--- config.mk ---
export PLATFORM = sky130hd
export DESIGN_NAME = framed_packet_receiver
export DESIGN_NICKNAME = d
export VERILOG_FILES = /design/src/rtl/core/frx_pkg.sv /design/src/rtl/core/framed_packet_receiver.sv
export SDC_FILE = /design/constraint.sdc
export NUM_CORES = 1
export LEC_CHECK = 0
export BUFFER_PORTS_ARGS = -buffer_cell sky130_fd_sc_hd__clkbuf_2
export CELL_PAD_IN_SITES_DETAIL_PLACEMENT = 0
export CELL_PAD_IN_SITES_GLOBAL_PLACEMENT = 1
export CORE_MARGIN = 2
export CORE_UTILIZATION = 48
export CTS_CLUSTER_DIAMETER = 60
export CTS_CLUSTER_SIZE = 8
export DETAILED_ROUTE_END_ITERATION = 6
export PLACE_DENSITY_LB_ADDON = 0.1
export SETUP_SLACK_MARGIN = 0.1
export SLEW_MARGIN = 20
export SYNTH_ARGS = -nofsm -noshare
export SYNTH_HDL_FRONTEND = slang
export SYNTH_SLANG_ARGS = --single-unit
--- constraint.sdc ---
create_clock -name clk -period 11 [get_ports clk]
set_input_delay 1.1 -clock clk [delete_from_list [all_inputs] [get_ports clk]]
set_output_delay 1.1 -clock clk [all_outputs]
set_load 0.02 [all_outputs]
--- src/rtl/core/frx_pkg.sv ---
// frx_pkg: shared types and constants for the framed packet receiver
// holds the result record, result kinds and configuration register indexes
// no dependencies

package frx_pkg;

  localparam int unsigned ByteW = 8;
  localparam int unsigned WordW = 16;
  localparam int unsigned CfgIdxW = 2;

  localparam logic [CfgIdxW-1:0] CfgEnable = 2'd0;
  localparam logic [CfgIdxW-1:0] CfgStartByte = 2'd1;
  localparam logic [CfgIdxW-1:0] CfgEndByte = 2'd2;

  localparam logic KindPayload = 1'b0;
  localparam logic KindVerdict = 1'b1;

  localparam logic [ByteW-1:0] StartByteReset = 8'd2;
  localparam logic [ByteW-1:0] EndByteReset = 8'd3;

  typedef struct packed {
    logic             result_kind;
    logic [ByteW-1:0] payload_byte;
    logic [WordW-1:0] payload_index;
    logic             frame_ok;
    logic             end_ok;
    logic             checksum_ok;
    logic             seq_match;
    logic [ByteW-1:0] header;
    logic [WordW-1:0] seq_number;
    logic [ByteW-1:0] direction;
    logic [ByteW-1:0] error_code;
    logic [WordW-1:0] length;
  } result_t;

endpackage

--- src/rtl/core/framed_packet_receiver.sv ---
// framed_packet_receiver: byte-wise frame parser with additive checksum
// depends on frx_pkg for the result record and register indexes
//
// Takes one received byte per transfer on the input channel and can take a new
// byte every clock cycle while in_stall is low. Each byte is parsed in the
// cycle it is accepted; a result (a streamed payload byte, or the end-of-frame
// verdict) is registered into the output register, or into the skid entry if
// the output is stalled. An output register plus one skid entry decouple the
// two sides, so input stall rises only while the skid entry is occupied. Bytes
// accepted while enable is low are consumed without effect. The configuration
// port is always ready; writes to indexes beyond end_byte are ignored.

module framed_packet_receiver (
  input  logic                         clk,
  input  logic                         rst,

  input  logic                         cfg_valid,
  output logic                         cfg_ready,
  input  logic [frx_pkg::CfgIdxW-1:0]  cfg_index,
  input  logic [frx_pkg::ByteW-1:0]    cfg_data,

  input  logic                         in_valid,
  output logic                         in_stall,
  input  logic [frx_pkg::ByteW-1:0]    rx_byte,

  output logic                         out_valid,
  input  logic                         out_stall,
  output logic                         result_kind,
  output logic [frx_pkg::ByteW-1:0]    payload_byte,
  output logic [frx_pkg::WordW-1:0]    payload_index,
  output logic                         frame_ok,
  output logic                         end_ok,
  output logic                         checksum_ok,
  output logic                         seq_match,
  output logic [frx_pkg::ByteW-1:0]    header,
  output logic [frx_pkg::WordW-1:0]    seq_number,
  output logic [frx_pkg::ByteW-1:0]    direction,
  output logic [frx_pkg::ByteW-1:0]    error_code,
  output logic [frx_pkg::WordW-1:0]    length
);

  typedef enum logic [3:0] {
    ST_START  = 4'd0,
    ST_HEADER = 4'd1,
    ST_SEQ_L  = 4'd2,
    ST_SEQ_H  = 4'd3,
    ST_DIR    = 4'd4,
    ST_ERR    = 4'd5,
    ST_LEN_L  = 4'd6,
    ST_LEN_H  = 4'd7,
    ST_DATA   = 4'd8,
    ST_SUM    = 4'd9,
    ST_END    = 4'd10
  } parse_state_t;

  logic                       enable;
  logic [frx_pkg::ByteW-1:0]  start_byte;
  logic [frx_pkg::ByteW-1:0]  end_byte;

  parse_state_t               parse_state, parse_state_next;
  logic [frx_pkg::ByteW-1:0]  running_sum, running_sum_next;
  logic [frx_pkg::ByteW-1:0]  header_reg, header_reg_next;
  logic [frx_pkg::WordW-1:0]  seq_reg, seq_reg_next;
  logic [frx_pkg::ByteW-1:0]  direction_reg, direction_reg_next;
  logic [frx_pkg::ByteW-1:0]  error_reg, error_reg_next;
  logic [frx_pkg::WordW-1:0]  length_reg, length_reg_next;
  logic [frx_pkg::WordW-1:0]  byte_index, byte_index_next;
  logic [frx_pkg::ByteW-1:0]  received_sum, received_sum_next;
  logic [frx_pkg::WordW-1:0]  expected_seq, expected_seq_next;

  logic                       in_take;
  logic                       res_valid;
  frx_pkg::result_t           res;
  logic [frx_pkg::WordW-1:0]  index_inc;
  logic                       e_ok, c_ok, f_ok;

  frx_pkg::result_t           out_reg;
  frx_pkg::result_t           skid_reg;
  logic                       skid_valid;
  logic                       out_free;

  assign cfg_ready = 1'b1;
  assign in_stall  = skid_valid;
  assign in_take   = in_valid && !skid_valid;
  assign out_free  = !out_valid || !out_stall;

  // configuration registers
  always_ff @(posedge clk) begin
    if (rst) begin
      enable     <= 1'b0;
      start_byte <= frx_pkg::StartByteReset;
      end_byte   <= frx_pkg::EndByteReset;
    end else if (cfg_valid && cfg_ready) begin
      unique case (cfg_index)
        frx_pkg::CfgEnable:    enable     <= cfg_data[0];
        frx_pkg::CfgStartByte: start_byte <= cfg_data;
        frx_pkg::CfgEndByte:   end_byte   <= cfg_data;
        default: ;
      endcase
    end
  end

  assign index_inc = byte_index + frx_pkg::WordW'(1);
  assign e_ok      = (rx_byte == end_byte);
  assign c_ok      = (running_sum == received_sum);
  assign f_ok      = e_ok && c_ok;

  // parser next state and result
  always_comb begin
    parse_state_next   = parse_state;
    running_sum_next   = running_sum;
    header_reg_next    = header_reg;
    seq_reg_next       = seq_reg;
    direction_reg_next = direction_reg;
    error_reg_next     = error_reg;
    length_reg_next    = length_reg;
    byte_index_next    = byte_index;
    received_sum_next  = received_sum;
    expected_seq_next  = expected_seq;
    res_valid          = 1'b0;
    res                = '0;

    if (in_take && enable) begin
      unique case (parse_state)
        ST_START: begin
          if (rx_byte == start_byte) begin
            parse_state_next = ST_HEADER;
            running_sum_next = '0;
            byte_index_next  = '0;
          end
        end
        ST_HEADER: begin
          header_reg_next  = rx_byte;
          running_sum_next = running_sum + rx_byte;
          parse_state_next = ST_SEQ_L;
        end
        ST_SEQ_L: begin
          seq_reg_next     = {{(frx_pkg::WordW-frx_pkg::ByteW){1'b0}}, rx_byte};
          running_sum_next = running_sum + rx_byte;
          parse_state_next = ST_SEQ_H;
        end
        ST_SEQ_H: begin
          seq_reg_next     = {rx_byte, seq_reg[frx_pkg::ByteW-1:0]};
          running_sum_next = running_sum + rx_byte;
          parse_state_next = ST_DIR;
        end
        ST_DIR: begin
          direction_reg_next = rx_byte;
          running_sum_next   = running_sum + rx_byte;
          parse_state_next   = ST_ERR;
        end
        ST_ERR: begin
          error_reg_next   = rx_byte;
          running_sum_next = running_sum + rx_byte;
          parse_state_next = ST_LEN_L;
        end
        ST_LEN_L: begin
          length_reg_next  = {{(frx_pkg::WordW-frx_pkg::ByteW){1'b0}}, rx_byte};
          running_sum_next = running_sum + rx_byte;
          parse_state_next = ST_LEN_H;
        end
        ST_LEN_H: begin
          length_reg_next  = {rx_byte, length_reg[frx_pkg::ByteW-1:0]};
          running_sum_next = running_sum + rx_byte;
          parse_state_next = ({rx_byte, length_reg[frx_pkg::ByteW-1:0]} != '0) ?
                             ST_DATA : ST_SUM;
        end
        ST_DATA: begin
          res_valid         = 1'b1;
          res.result_kind   = frx_pkg::KindPayload;
          res.payload_byte  = rx_byte;
          res.payload_index = byte_index;
          running_sum_next  = running_sum + rx_byte;
          byte_index_next   = index_inc;
          if (index_inc == length_reg) begin
            parse_state_next = ST_SUM;
          end
        end
        ST_SUM: begin
          received_sum_next = rx_byte;
          parse_state_next  = ST_END;
        end
        ST_END: begin
          res_valid       = 1'b1;
          res.result_kind = frx_pkg::KindVerdict;
          res.frame_ok    = f_ok;
          res.end_ok      = e_ok;
          res.checksum_ok = c_ok;
          res.seq_match   = (seq_reg == expected_seq);
          res.header      = header_reg;
          res.seq_number  = seq_reg;
          res.direction   = direction_reg;
          res.error_code  = error_reg;
          res.length      = length_reg;
          if (f_ok) begin
            expected_seq_next = seq_reg + frx_pkg::WordW'(1);
          end
          parse_state_next = ST_START;
        end
        default: begin
          parse_state_next = ST_START;
        end
      endcase
    end
  end

  // parser state, output register with one skid entry
  always_ff @(posedge clk) begin
    if (rst) begin
      parse_state   <= ST_START;
      running_sum   <= '0;
      header_reg    <= '0;
      seq_reg       <= '0;
      direction_reg <= '0;
      error_reg     <= '0;
      length_reg    <= '0;
      byte_index    <= '0;
      received_sum  <= '0;
      expected_seq  <= '0;
      out_valid     <= 1'b0;
      skid_valid    <= 1'b0;
    end else begin
      parse_state   <= parse_state_next;
      running_sum   <= running_sum_next;
      header_reg    <= header_reg_next;
      seq_reg       <= seq_reg_next;
      direction_reg <= direction_reg_next;
      error_reg     <= error_reg_next;
      length_reg    <= length_reg_next;
      byte_index    <= byte_index_next;
      received_sum  <= received_sum_next;
      expected_seq  <= expected_seq_next;
      if (out_free) begin
        if (skid_valid) begin
          out_valid  <= 1'b1;
          skid_valid <= 1'b0;
          out_reg    <= skid_reg;
        end else begin
          out_valid <= res_valid;
          if (res_valid) begin
            out_reg <= res;
          end
        end
      end else if (res_valid) begin
        skid_valid <= 1'b1;
        skid_reg   <= res;
      end
    end
  end

  assign result_kind   = out_reg.result_kind;
  assign payload_byte  = out_reg.payload_byte;
  assign payload_index = out_reg.payload_index;
  assign frame_ok      = out_reg.frame_ok;
  assign end_ok        = out_reg.end_ok;
  assign checksum_ok   = out_reg.checksum_ok;
  assign seq_match     = out_reg.seq_match;
  assign header        = out_reg.header;
  assign seq_number    = out_reg.seq_number;
  assign direction     = out_reg.direction;
  assign error_code    = out_reg.error_code;
  assign length        = out_reg.length;

endmodule
* After elaboration in Yosys (flattened, before gate mapping)
Index checks and enable logic that the tools add are counted.
** Word-level totals
- Flip-flop bits (word level) :: 297
- Input port bits :: 23
- Output and inout port bits :: 88
** Cells by class
- Add/subtract/negate cells :: 3
- Eq/ne operators :: 19
- Multiplexer cells :: 19
- Bitwise operators :: 4
- Reduce and logical (&&, ||, !) cells :: 35
** Operator list (number)
- 2-to-1 mux 85 bit :: 3
- case mux 16 bit (2 select lines) :: 3
- 2-to-1 mux 60 bit :: 1
- case mux 4 bit (10 select lines) :: 1
- adder 16 x 1 -> 16 bit (second input constant) :: 2
- == test 16 bit :: 2
- == test 8 bit :: 3
- 2-to-1 mux 24 bit :: 1
- AND reduction 3 bit :: 8
- AND reduction 2 bit :: 9
- == test 4 x 3 -> 1 bit (second input constant) :: 4
- 2-to-1 mux 16 bit :: 1
- case mux 8 bit (2 select lines) :: 1
- nonzero test 16 bit :: 1
- == test 4 bit (second input constant) :: 3
- nonzero test 2 bit :: 5
- adder 8 bit :: 1
- == test 4 x 2 -> 1 bit (second input constant) :: 2
- 2-to-1 mux 4 bit :: 2
- 2-to-1 mux 8 bit :: 1
- OR reduction 8 bit :: 1
- 2-to-1 mux 1 bit :: 5
- == test 4 x 1 -> 1 bit (second input constant) :: 1
- zero test 4 bit :: 1
- 9 further kinds :: 18

* Depth between registers and ports, before layout
Gate-level depths: netlist of run 1.
- Depth in word-level cells :: 6
- Depth in mapped cells :: 9
- Depth with buffers taken out :: 9

* Least setup slack after synthesis of run 1
No wires, ideal clock.
- Path kind :: input to register
- Start :: in in_valid
- End :: reg out_reg, in the netlist checksum_ok (enable)
- Setup time :: 0.650 ns
- Data arrival time :: 7.818 ns
- Required time :: 10.350 ns
- Slack :: 2.532 ns
- Cell stages on the path :: 4
- Path through :: and3b_2 > buf_6 > a31oi_1 > nor3b_1
** On the way
- Cells in the longest elaborated chain, start to end :: 5
** Ends and longest elaborated chain
- from (decl) :: line framed_packet_receiver.sv:22 : input logic in_valid,
- logical AND 1 bit :: line framed_packet_receiver.sv:84 : assign in_take = in_valid && !skid_valid;
- logical AND 1 bit :: line framed_packet_receiver.sv:123 : if (in_take && enable) begin
- 2-to-1 mux 1 bit :: line framed_packet_receiver.sv:123
- nonzero test 2 bit (no source line)
- AND reduction 3 bit (no source line)
- to (signal assigned) :: line framed_packet_receiver.sv:237 : out_reg <= skid_reg;
- to (signal assigned) :: line framed_packet_receiver.sv:241 : out_reg <= res;
- to (decl) :: line framed_packet_receiver.sv:77 : frx_pkg::result_t out_reg;
No other way between the ends.
A chain may end at the register's enable or synchronous reset.

* Worst setup path in the final report of run 1
- Start :: reg skid_valid, in the netlist in_stall
- End :: reg expected_seq[10] (netlist bit)
** On the way
- Cells in the longest elaborated chain, start to end :: 4
** Ends and longest elaborated chain
- from (decl) :: line framed_packet_receiver.sv:79 : logic skid_valid;
- from (signal assigned) :: line framed_packet_receiver.sv:221 : skid_valid <= 1'b0;
- from (signal assigned) :: line framed_packet_receiver.sv:236 : skid_valid <= 1'b0;
- from (signal assigned) :: line framed_packet_receiver.sv:245 : skid_valid <= 1'b1;
- zero test 1 bit :: line framed_packet_receiver.sv:84
- logical AND 1 bit :: line framed_packet_receiver.sv:84
- logical AND 1 bit :: line framed_packet_receiver.sv:123
- AND reduction 3 bit (no source line)
- to (signal assigned) :: line framed_packet_receiver.sv:232 : expected_seq <= expected_seq_next;
- to (decl) :: line framed_packet_receiver.sv:69 : logic [frx_pkg::WordW-1:0] expected_seq, expected_seq_next;
No other way between the ends.

==> metrics.md, run 1 <==
| Metric | Value |
|---|---|
| H-tree levels | 2 |
| CTS Sinks | 297 |
| Setup Viol. Count Final | 0 |
| Clk_lat worst skew | 0.53 ns |
| Pwr Density | 162 nW/um^2 |
| Most frequent cell after synthesis | edfxtp_1 |
| Cell taking the most area after synthesis | edfxtp_1 |
| Port Buffers | 109 |
| Synthesis-to-finish area growth | 15.0% |
| Post-cts sizing count | 0 |
| Least-Margin Pin Slew | 0.931 ns |
| Final Slew Violations | 0 |
| Average cell area after synthesis | 11.3 sq um |
| Max reg flops | 85 |
| Final Critical Period | 3.50 ns |
| Min-Delay Endpoint | header_reg[4] |
| Worst path arrival time | 3.93 ns |
| Register area share after synthesis | 0.593 |
| Ranking of synthesized cells by area | edfxtp_1 40%, dfxtp_1 20%, a21o_1 4.9% |
| Vias in the first global route | 8742 |
| Adder and majority gate portion of the synthesized area | 0.0103 |
| Max VDD drop | 110 uV |
| Die Y | 168 um |
| Yosys warns | 0 |
| Finished Layout Cells | 1604 |
| Leak | 5.81 nW |
| Hold_buf cts | 0 |
| Crit-path cells | and3b_2 > nand4_4 > inv_2 > nand3_2 > nor2_4 > nor2_1 > a211oi_1 |
| Slowest CP cell | inv_2 |
| Die area | 28200 sq um |
| Critical path class | reg -> reg |
| Core ar. | 26700 sq um |
| Synth Area in Simple Gates | 0.162 |
| WP data required | 11.43 ns |
| Pre-antenna DRT Iters | 5 |
| Min-Delay Startpoint | header_reg[4] |
| DRC Markers | 0 |
| Synth Instances | 1141 |
| Slowest stage delay, CP | 0.72 ns |
| Synthesized area | 12900 sq um |
| Post-route ant nets | 0 |
| Worst rel slew slack | 0.379 |
| Area fraction in compound gates after synthesis | 0.121 |
| RSZ-0062 raised after global routing | no |
| FF-to-FF setup slack | 7.50 ns |
| Hold crit path type | reg -> reg |
| Post-synthesis register bit count | 297 |
| Multiplexer share of the synthesized area | 0.0302 |
| Crit path launch type | flip-flop |
| GR Overflow Total | 0 |
| Kind of end point of the critical path | flip-flop |
| Synthesized Nets | 1174 |
| Initial antenna violation count | 0 |
| XOR/XNOR Fraction of Synth Area | 0.0529 |
| Max-Cap Viols | 0 |
| Worst R2R Start | in_stall |
| Tot GR Track Use | 0.210 |
| Clock Pin Slew Worst Setup and Hold Paths | 0.05 ns |
| Setup Fix Bufs, Post-CTS | 0 |
| TritonCTS Buffers | 43 |
| Most common flop cell mapped by yosys | edfxtp_1 |
| Site Rows | 60 |
| Pre-CTS WS | 6.87 ns |
| CP max FO | 55 |
| Placer Congestion | 0.807 |
| Total I/O pin count | 111 |
| Root Buffer | clkbuf_16 |
| Hpwl dp | 18100 um |
| Post-Route WL | 29100 um |
| Final period util | 0.318 |
| Post-synth top area share | 0.396 |
| Cell variety after synth | 66 |
| Status | finished clean |
| Ant. Diodes | 0 |
| Share of cells above drive strength 1 | 0.151 |
| Post-DR vias/cell | 5.45 |
| Setup TNS | 0 ns |
| Fmax | 286 MHz |
| Final Net Count | 1262 |
| Setup WS post-layout | 7.50 ns |
| Worst reg2reg path endpoint | expected_seq[10] |
| Starting Density | 0.484 |
| Largest family of logic cells by synthesized area | simple AND/OR/NAND/NOR gates |
| CTS tree | done |
| Final hold vios | 0 |
| Hold Path Stages | 2 |
| Number of synthesized flops with an enable pin | 170 |
| Max Clock Skew | 0.0179 ns |
| Cells after DPL | 1525 |
| 1st-iter DRT viols | 487 |
| Clock buffer depth | 3 |
| Post-synth top cells | 170 x edfxtp_1, 127 x dfxtp_1, 108 x nor2_1 |
| First-pass GRT wire length | 47400 um |
| Largest net degree at the start of global routing | 72 |
| Vias | 8748 |
| FF-to-FF path depth | 7 |
| Post-synth ARST share | 0 |
| WL/cell | 18.1 um |
| Horiz. Die Dim | 168 um |
[worst max-delay path, delay by kind of cell, from the launching register on]
kind	cells	cell delay, ns
compound gates	1	0.23
flops	1	0.55
buf+inv	1	0.72
simple gates	5	1.84
[cells in the final DEF, fill, tap and decap left out, types with 12 or more instances in the layout]
cell type and n:
xor2_1 51, nor2_1 108, nand2_1 70, a21oi_1 65
mux2i_1 39, nand4_1 14, xnor2_1 27, edfxtp_1 170
and2_1 76, nand3_1 29, dfxtp_1 126, nor3_1 14
clkbuf_16 43, a211oi_1 13, clkbuf_1 32, a21o_1 85
clkbuf_2 108, o21ai_0 44, inv_1 12
[metrics by stage]
step	total power [mW]	hold slack (ns)	util	area, sq um
floorplan	1.21	0.432	-	12900
global placement	1.23	0.448	0.511	13600
detailed placement	1.23	0.446	0.511	13600
CTS	2.43	0.453	0.557	14800
global route	2.48	0.484	0.557	14800
finish	2.40	0.450	0.557	14800
[worst max path at each step]
stage / from / end / cells after the start
2_1_floorplan: in_valid / checksum_ok / 4
3_3_place_gp: in_valid / byte_index[3] / 7
3_5_place_dp: in_valid / byte_index[4] / 6
4_1_cts: in_stall / byte_index[4] / 5
5_1_grt: in_stall / expected_seq[12] / 7
6_report: in_stall / expected_seq[10] / 7
[cell families (layout without fill, tap and decap cells)]
| group | count (synthesis) | after routing |
|---|---|---|
| compound gates | 240 | 240 |
| xor+xnor | 78 | 78 |
| fa+ha+maj | 10 | 10 |
| buf+inv | 88 | 210 |
| flops | 297 | 297 |
| mux | 39 | 39 |
| other cells | 1 | 1 |
| simple gates | 388 | 388 |
[report_power, final]
part           switching, mW  leakage (nW)  total, mW  internal [mW]
sequential           0.00160          2.19       1.17           1.17
combinational         0.0297          3.03     0.0412         0.0116
clock                  0.463         0.586       1.20          0.732
total                  0.495          5.81       2.40           1.91
[metal layers]
metal / share of wire / global-route usage / up-vias
li1: - / - / 4277
met1: 0.47 / 0.294 / 4231
met2: 0.46 / 0.339 / 177
met3: 0.039 / 0.0341 / 63
met4: 0.025 / 0.0658 / 0
met5: 0 / 0 / -
[area by class of cell]
type	instances	area [sq um]
inverter	13	48.8
multi-input combinational	756	4880
clock buffer	75	1200
sequential	297	7650
tap	341	427
timing repair buffer	118	616
clock inverter	4	32.5
fill	2308	11800
Note: power is estimated with default switching activity, not from simulation.
==> run 2: changes to the inputs <==
CORE_UTILIZATION = 43   (was 48)
clock period = 3 ns   (was 11 ns; I/O delays follow)
==> metrics.md, run 2 (same netlist as run 1, synthesis figures left out) <==
| Metric | Value |
|---|---|
| Starting Density | 0.437 (-0.0477) |
| Clock buffer depth | 3 (unchanged) |
| CTS tree | done |
| Number of fill cells in the layout | 2701 (+17%) |
| RSZ-0062 raised after global routing | no |
| FF-to-FF setup slack | 0.71 ns (-6.79 ns) |
| Hold crit path type | in -> reg |
| Hold_buf cts | 0 (unchanged) |
| Cells after DPL | 1598 (+4.8%) |
| Core ar. | 29600 sq um (+11%) |
| Tot GR Track Use | 0.200 (-0.0105) |
| Max reg flops | 85 (unchanged) |
| Met2 Track Usage GR | 0.309 (-0.0307) |
| Least-Margin Pin Slew | 0.939 ns (+0.00845 ns) |
| Register area | 7650 sq um (about the same) |
| WP data required | 2.70 ns (-8.73 ns) |
| Vias in the first global route | 8571 (-2.0%) |
| Clk_lat worst skew | 0.53 ns (about the same) |
| Status | finished clean |
| Ant. Diodes | 0 (unchanged) |
| Horiz. Die Dim | 177 um (+5.5%) |
| Share of cells above drive strength 1 | 0.168 (+0.0166) |
| Max Clock Skew | 0.0167 ns (-0.00127 ns) |
| Hpwl dp | 19800 um (+9.4%) |
| Leak | 5.94 nW (+2.3%) |
| Max VDD drop | 346 uV (+210%) |
| Worst rel slew slack | 0.374 (-0.00563) |
| Die area | 31400 sq um (+11%) |
| Total I/O pin count | 111 (unchanged) |
| DRC Markers | 0 (unchanged) |
| TritonCTS Buffers | 43 (unchanged) |
| FF-to-FF path depth | 8 (+1) |
| Min-Delay Endpoint | start_byte[5] |
| Final hold vios | 0 (unchanged) |
| Final Slew Violations | 0 (unchanged) |
| Met1 usage | 0.292 (-0.00193) |
| Worst path arrival time | 2.09 ns (-1.84 ns) |
| CP max FO | 77 (+40%) |
| Root Buffer | clkbuf_16 |
| Synthesis-to-finish area growth | 17.4% |
| H-tree levels | 2 (unchanged) |
| First-pass GRT wire length | 49000 um (+3.4%) |
| Final period util | 0.797 |
| Multi-input logic area | 4900 sq um (+0.46%) |
| Setup TNS | 0 ns (unchanged) |
| Largest net degree at the start of global routing | 78 (+8.3%) |
| Final Net Count | 1286 (+1.9%) |
| Setup Fix Bufs, Post-CTS | 0 (unchanged) |
| Min-Delay Startpoint | cfg_data[5] |
| Site Rows | 63 (+5.0%) |
| Setup Viol. Count Final | 0 (unchanged) |
| GR Overflow Total | 0 (unchanged) |
| Final Critical Period | 2.39 ns |
| 1st-iter DRT viols | 550 (+13%) |
| Crit path launch type | flip-flop |
| Finished Layout Cells | 1677 (+4.6%) |
| Port Buffers | 109 (unchanged) |
| Post-Route WL | 30900 um (+6.2%) |
| Fmax | 418 MHz |
| Combinational power share | 0.019 (+0.002) |
| Clock Pin Slew Worst Setup and Hold Paths | 0.06 ns (about the same) |
| Worst R2R Start | in_stall |
| Share of power burned in registers | 0.484 (-0.002) |
| Hold Path Stages | 3 (+1) |
| Initial antenna violation count | 0 (unchanged) |
| Post-DR vias/cell | 5.25 (-3.8%) |
| Most frequent cells in the layout | 170 x edfxtp_1, 126 x dfxtp_1, 108 x nor2_1, 108 x clkbuf_2, 85 x a21o_1 |
| Worst reg2reg path endpoint | expected_seq[9] |
| Critical path class | reg -> out |
| Vias | 8796 (+0.55%) |
| M3 GR Usage | 0.0346 (+0.000493) |
| Internal cell power | 7.01 mW (+270%) |
| Pre-antenna DRT Iters | 4 (-1) |
| Max-Cap Viols | 0 (unchanged) |
| Post-cts sizing count | 0 (unchanged) |
| Die Y | 177 um (+5.5%) |
| Kind of end point of the critical path | output pin |
| Switching Fraction | 0.207 (+0.00166) |
| WL/cell | 18.4 um (+1.6%) |
| Placer Congestion | 0.796 (-1.4%) |
| Commonest non-fill, non-tap cell in the layout | edfxtp_1 |
| Clock network fraction of design power | 0.497 (about the same) |
| Sw power | 1.83 mW (+270%) |
| CTS Sinks | 297 (unchanged) |
| GR peak layer | met2 |
| Pwr Density | 584 nW/um^2 (+260%) |
| Post-route ant nets | 0 (unchanged) |
## run 2: worst max path at each step
stage / start / end
after global placement: rx_byte[6] / expected_seq[15]
after detailed placement: rx_byte[6] / expected_seq[10]
after global routing: in_stall / in_stall
after CTS: in_stall / in_stall
after floorplan: in_stall / checksum_ok
final: in_stall / in_stall
## run 2: through the flow
stage / cell area (sq um) / hold slack [ns] / util / setup slack, ns / power [mW]
after CTS: 15200 / 0.0185 / 0.513 / 0.583 / 8.95
after floorplan: 12900 / 0.432 / - / -0.688 / 4.45
after global placement: 13900 / 0.443 / 0.471 / 0.704 / 4.53
final: 15200 / 0.0309 / 0.513 / 0.608 / 8.84
after detailed placement: 13900 / 0.446 / 0.471 / 0.588 / 4.53
after global routing: 15200 / 0.0294 / 0.513 / 0.504 / 9.14
## run 2: power groups by stage
stage / Combinational (mW) / Sequential (mW) / Clock (mW)
finish: 0.167 / 4.28 / 4.40
global route: 0.180 / 4.28 / 4.69
CTS: 0.168 / 4.28 / 4.51
detailed placement: 0.167 / 4.36 / 0
global placement: 0.168 / 4.36 / 0
floorplan: 0.0946 / 4.36 / 0
## run 2: final cells by class
type,count,share of cell area
clock buffer,74,0.0787
clock inverter,5,0.00239
inverter,13,0.00322
multi-input combinational,756,0.323
sequential,297,0.505
tap,390,0.0322
timing repair buffer,142,0.0550
## run 2: per-layer routing
metal	vias to the layer above	share of wire
li1	4307	-
met5	-	0
met4	0	0.017
met1	4254	0.49
met3	34	0.044
met2	201	0.45
## run 2: worst max-delay path, cell delays in order, from the launching register on
cell and delay (ns):
dfxtp_4 0.45, buf_4 0.71, clkbuf_2 0.31
==> run 3: changes to the inputs <==
clock period = 2.2 ns   (was 3 ns; I/O delays follow)
==> metrics.md, run 3 (same netlist as run 1, synthesis figures left out) <==
| Metric | Value |
|---|---|
| Die area | 31400 sq um (unchanged) |
| Crit path launch type | flip-flop |
| Worst R2R Start | start_byte[4] |
| Worst rel slew slack | 0.571 (+0.197) |
| FF-to-FF path depth | 6 (-2) |
| Multi-input logic area | 4920 sq um (+0.38%) |
| CTS tree | done |
| Port Buffers | 109 (unchanged) |
| Max reg flops | 85 (unchanged) |
| Slowest CP cell | or4_2 |
| Final hold vios | 0 (unchanged) |
| Commonest non-fill, non-tap cell in the layout | edfxtp_1 |
| Critical path class | reg -> reg |
| Site Rows | 63 (unchanged) |
| Least-Margin Pin Slew | 0.637 ns (-0.302 ns) |
| Pwr Density | 791 nW/um^2 (+36%) |
| Initial antenna violation count | 0 (unchanged) |
| CTS Sinks | 297 (unchanged) |
| Crit-path cells | xnor2_1 > nand4_1 > o21a_1 > or4_2 > a21o_2 > o31ai_2 |
| Pre-antenna DRT Iters | 5 (+1) |
| Total I/O pin count | 111 (unchanged) |
| Post-Route WL | 30200 um (-2.1%) |
| Clk_lat worst skew | 0.52 ns (about the same) |
| First-pass GRT wire length | 48300 um (-1.4%) |
| Horiz. Die Dim | 177 um (unchanged) |
| Synthesis-to-finish area growth | 20.4% |
| Hold Path Stages | 3 (unchanged) |
| Kind of end point of the critical path | flip-flop |
| Min-Delay Startpoint | cfg_data[0] |
| Placer Congestion | 0.823 (+3.4%) |
| Min-Delay Endpoint | enable |
| DRC Markers | 0 (unchanged) |
| Number of fill cells in the layout | 2667 (-1.3%) |
| Post-route ant nets | 0 (unchanged) |
| Clock buffer depth | 3 (unchanged) |
| Max-Cap Viols | 0 (unchanged) |
| 1st-iter DRT viols | 467 (-15%) |
| Met3 WL | 1040 um (-23%) |
| Die Y | 177 um (unchanged) |
| Post-DR vias/cell | 5.22 (-0.56%) |
| Final Net Count | 1317 (+2.4%) |
| Largest net degree at the start of global routing | 51 (-35%) |
| Status | finished clean |
| Setup Viol. Count Final | 0 (unchanged) |
| WP data required | 2.62 ns (-0.08 ns) |
| Final Critical Period | 2.02 ns |
| Final period util | 0.920 |
| Met2 routed wirelength | 14000 um (+0.49%) |
| Starting Density | 0.437 (unchanged) |
| Cells after DPL | 1620 (+1.4%) |
| Slowest stage delay, CP | 0.55 ns (-0.16 ns) |
| Worst reg2reg path endpoint | parse_state[0] |
| Max Used Layer | met4 |
| Hpwl dp | 20000 um (+0.99%) |
| CP bufs+invs | 0 (-2) |
| Vias | 8908 (+1.3%) |
| Met1 Wirelength | 14600 um (-3.0%) |
| Fmax | 494 MHz |
| Finished Layout Cells | 1708 (+1.8%) |
| Core ar. | 29600 sq um (unchanged) |
| Worst path arrival time | 2.44 ns (+0.35 ns) |
| H-tree levels | 2 (unchanged) |
| Share of cells above drive strength 1 | 0.188 (+0.0203) |
| GR Overflow Total | 0 (unchanged) |
| Final Util | 0.526 (+0.0131) |
| Clock Pin Slew Worst Setup and Hold Paths | 0.05 ns (about the same) |
| TritonCTS Buffers | 43 (unchanged) |
| Register area | 7660 sq um (about the same) |
| Delay-heaviest family, CP | simple AND/OR/NAND/NOR gates |
| Final Slew Violations | 0 (unchanged) |
| Max VDD drop | 445 uV (+29%) |
| FF-to-FF setup slack | 0.18 ns (-0.53 ns) |
| RSZ-0062 raised after global routing | yes |
| Max Clock Skew | 0.0206 ns (+0.00396 ns) |
| WL/cell | 17.7 um (-3.8%) |
| Root Buffer | clkbuf_16 |
| Ant. Diodes | 0 (unchanged) |
| Most frequent cells in the layout | 170 x edfxtp_1, 122 x dfxtp_1, 108 x clkbuf_2 |
| Leak | 6.12 nW (+3.1%) |
| CP max FO | 4 (-95%) |
| Vias in the first global route | 8782 (+2.5%) |
| Tot GR Track Use | 0.196 (-0.00402) |
| Hold crit path type | in -> reg |
-- run 3: cell count changes in the layout (fill, tap and decap cells not counted), moves of 4 or more --
cell	before	now
dlygate4sd3_1	0	6
buf_4	31	52
dfxtp_1	126	122
buf_12	3	7
dfxtp_2	0	4
-- run 3: routing by layer --
layer | track usage | up-vias
li1 | - | 4380
met1 | 0.272 | 4331
met2 | 0.317 | 157
met3 | 0.0307 | 40
met4 | 0.0568 | 0
met5 | 0 | -
-- run 3: repair_timing --
| item | 4_1_cts | 5_1_grt |
|---|---|---|
| hold buffers | 6 | 0 |
| gates resized for setup | 1 | 12 |
| cloned | 0 | 0 |
| setup endpoints to repair | 1 | 32 |
| pin swaps | 1 | 5 |
| setup buffers | 0 | 3 |
| endpoints found under the hold margin | 11 | 0 |
-- run 3: worst max path at each step --
stage,start,to,cells past startpoint,slack [ns]
5_1_grt,byte_index[0],parse_state[0],7,0.009
3_5_place_dp,rx_byte[1],expected_seq[7],9,-0.02
6_report,start_byte[4],parse_state[0],6,0.18
3_3_place_gp,rx_byte[3],expected_seq[5],9,0.03
2_1_floorplan,in_stall,checksum_ok,5,-1.49
4_1_cts,running_sum[1],running_sum[7],7,0.12
-- run 3: final cells by class --
type	instances	area share
well taps	390	0.0314
clock inverters	1	0.00193
repair buffers	173	0.0728
flip-flops and latches	297	0.493
multi-input cells	756	0.317
clock buffers	78	0.0811
inverters	13	0.00346
-- run 3: power by group --
| part | total (mW) | internal (mW) | switching, mW |
|---|---|---|---|
| logic | 0.240 | 0.0814 | 0.158 |
| clock network | 6.22 | 3.94 | 2.28 |
| registers | 5.84 | 5.83 | 0.00837 |
| total | 12.3 | 9.85 | 2.45 |
-- run 3: worst min-delay path, stage by stage --
cell	delay (ns)
clkbuf_2	0.13
mux2i_1	0.08
nor2_1	0.07
-- run 3: through the flow --
step / setup slack [ns] / area (sq um) / setup TNS (ns) / hold WS [ns] / power [mW]
after global placement: 0.0285 / 14100 / 0 / 0.445 / 6.17
after CTS: 0.115 / 15500 / 0 / 0.0164 / 12.4
after floorplan: -1.49 / 12900 / -236.94 / 0.364 / 6.07
after global routing: 0.00858 / 15500 / 0 / 0.0376 / 12.7
final: 0.176 / 15500 / 0 / 0.0281 / 12.3
after detailed placement: -0.0165 / 14100 / -0.0672 / 0.446 / 6.18
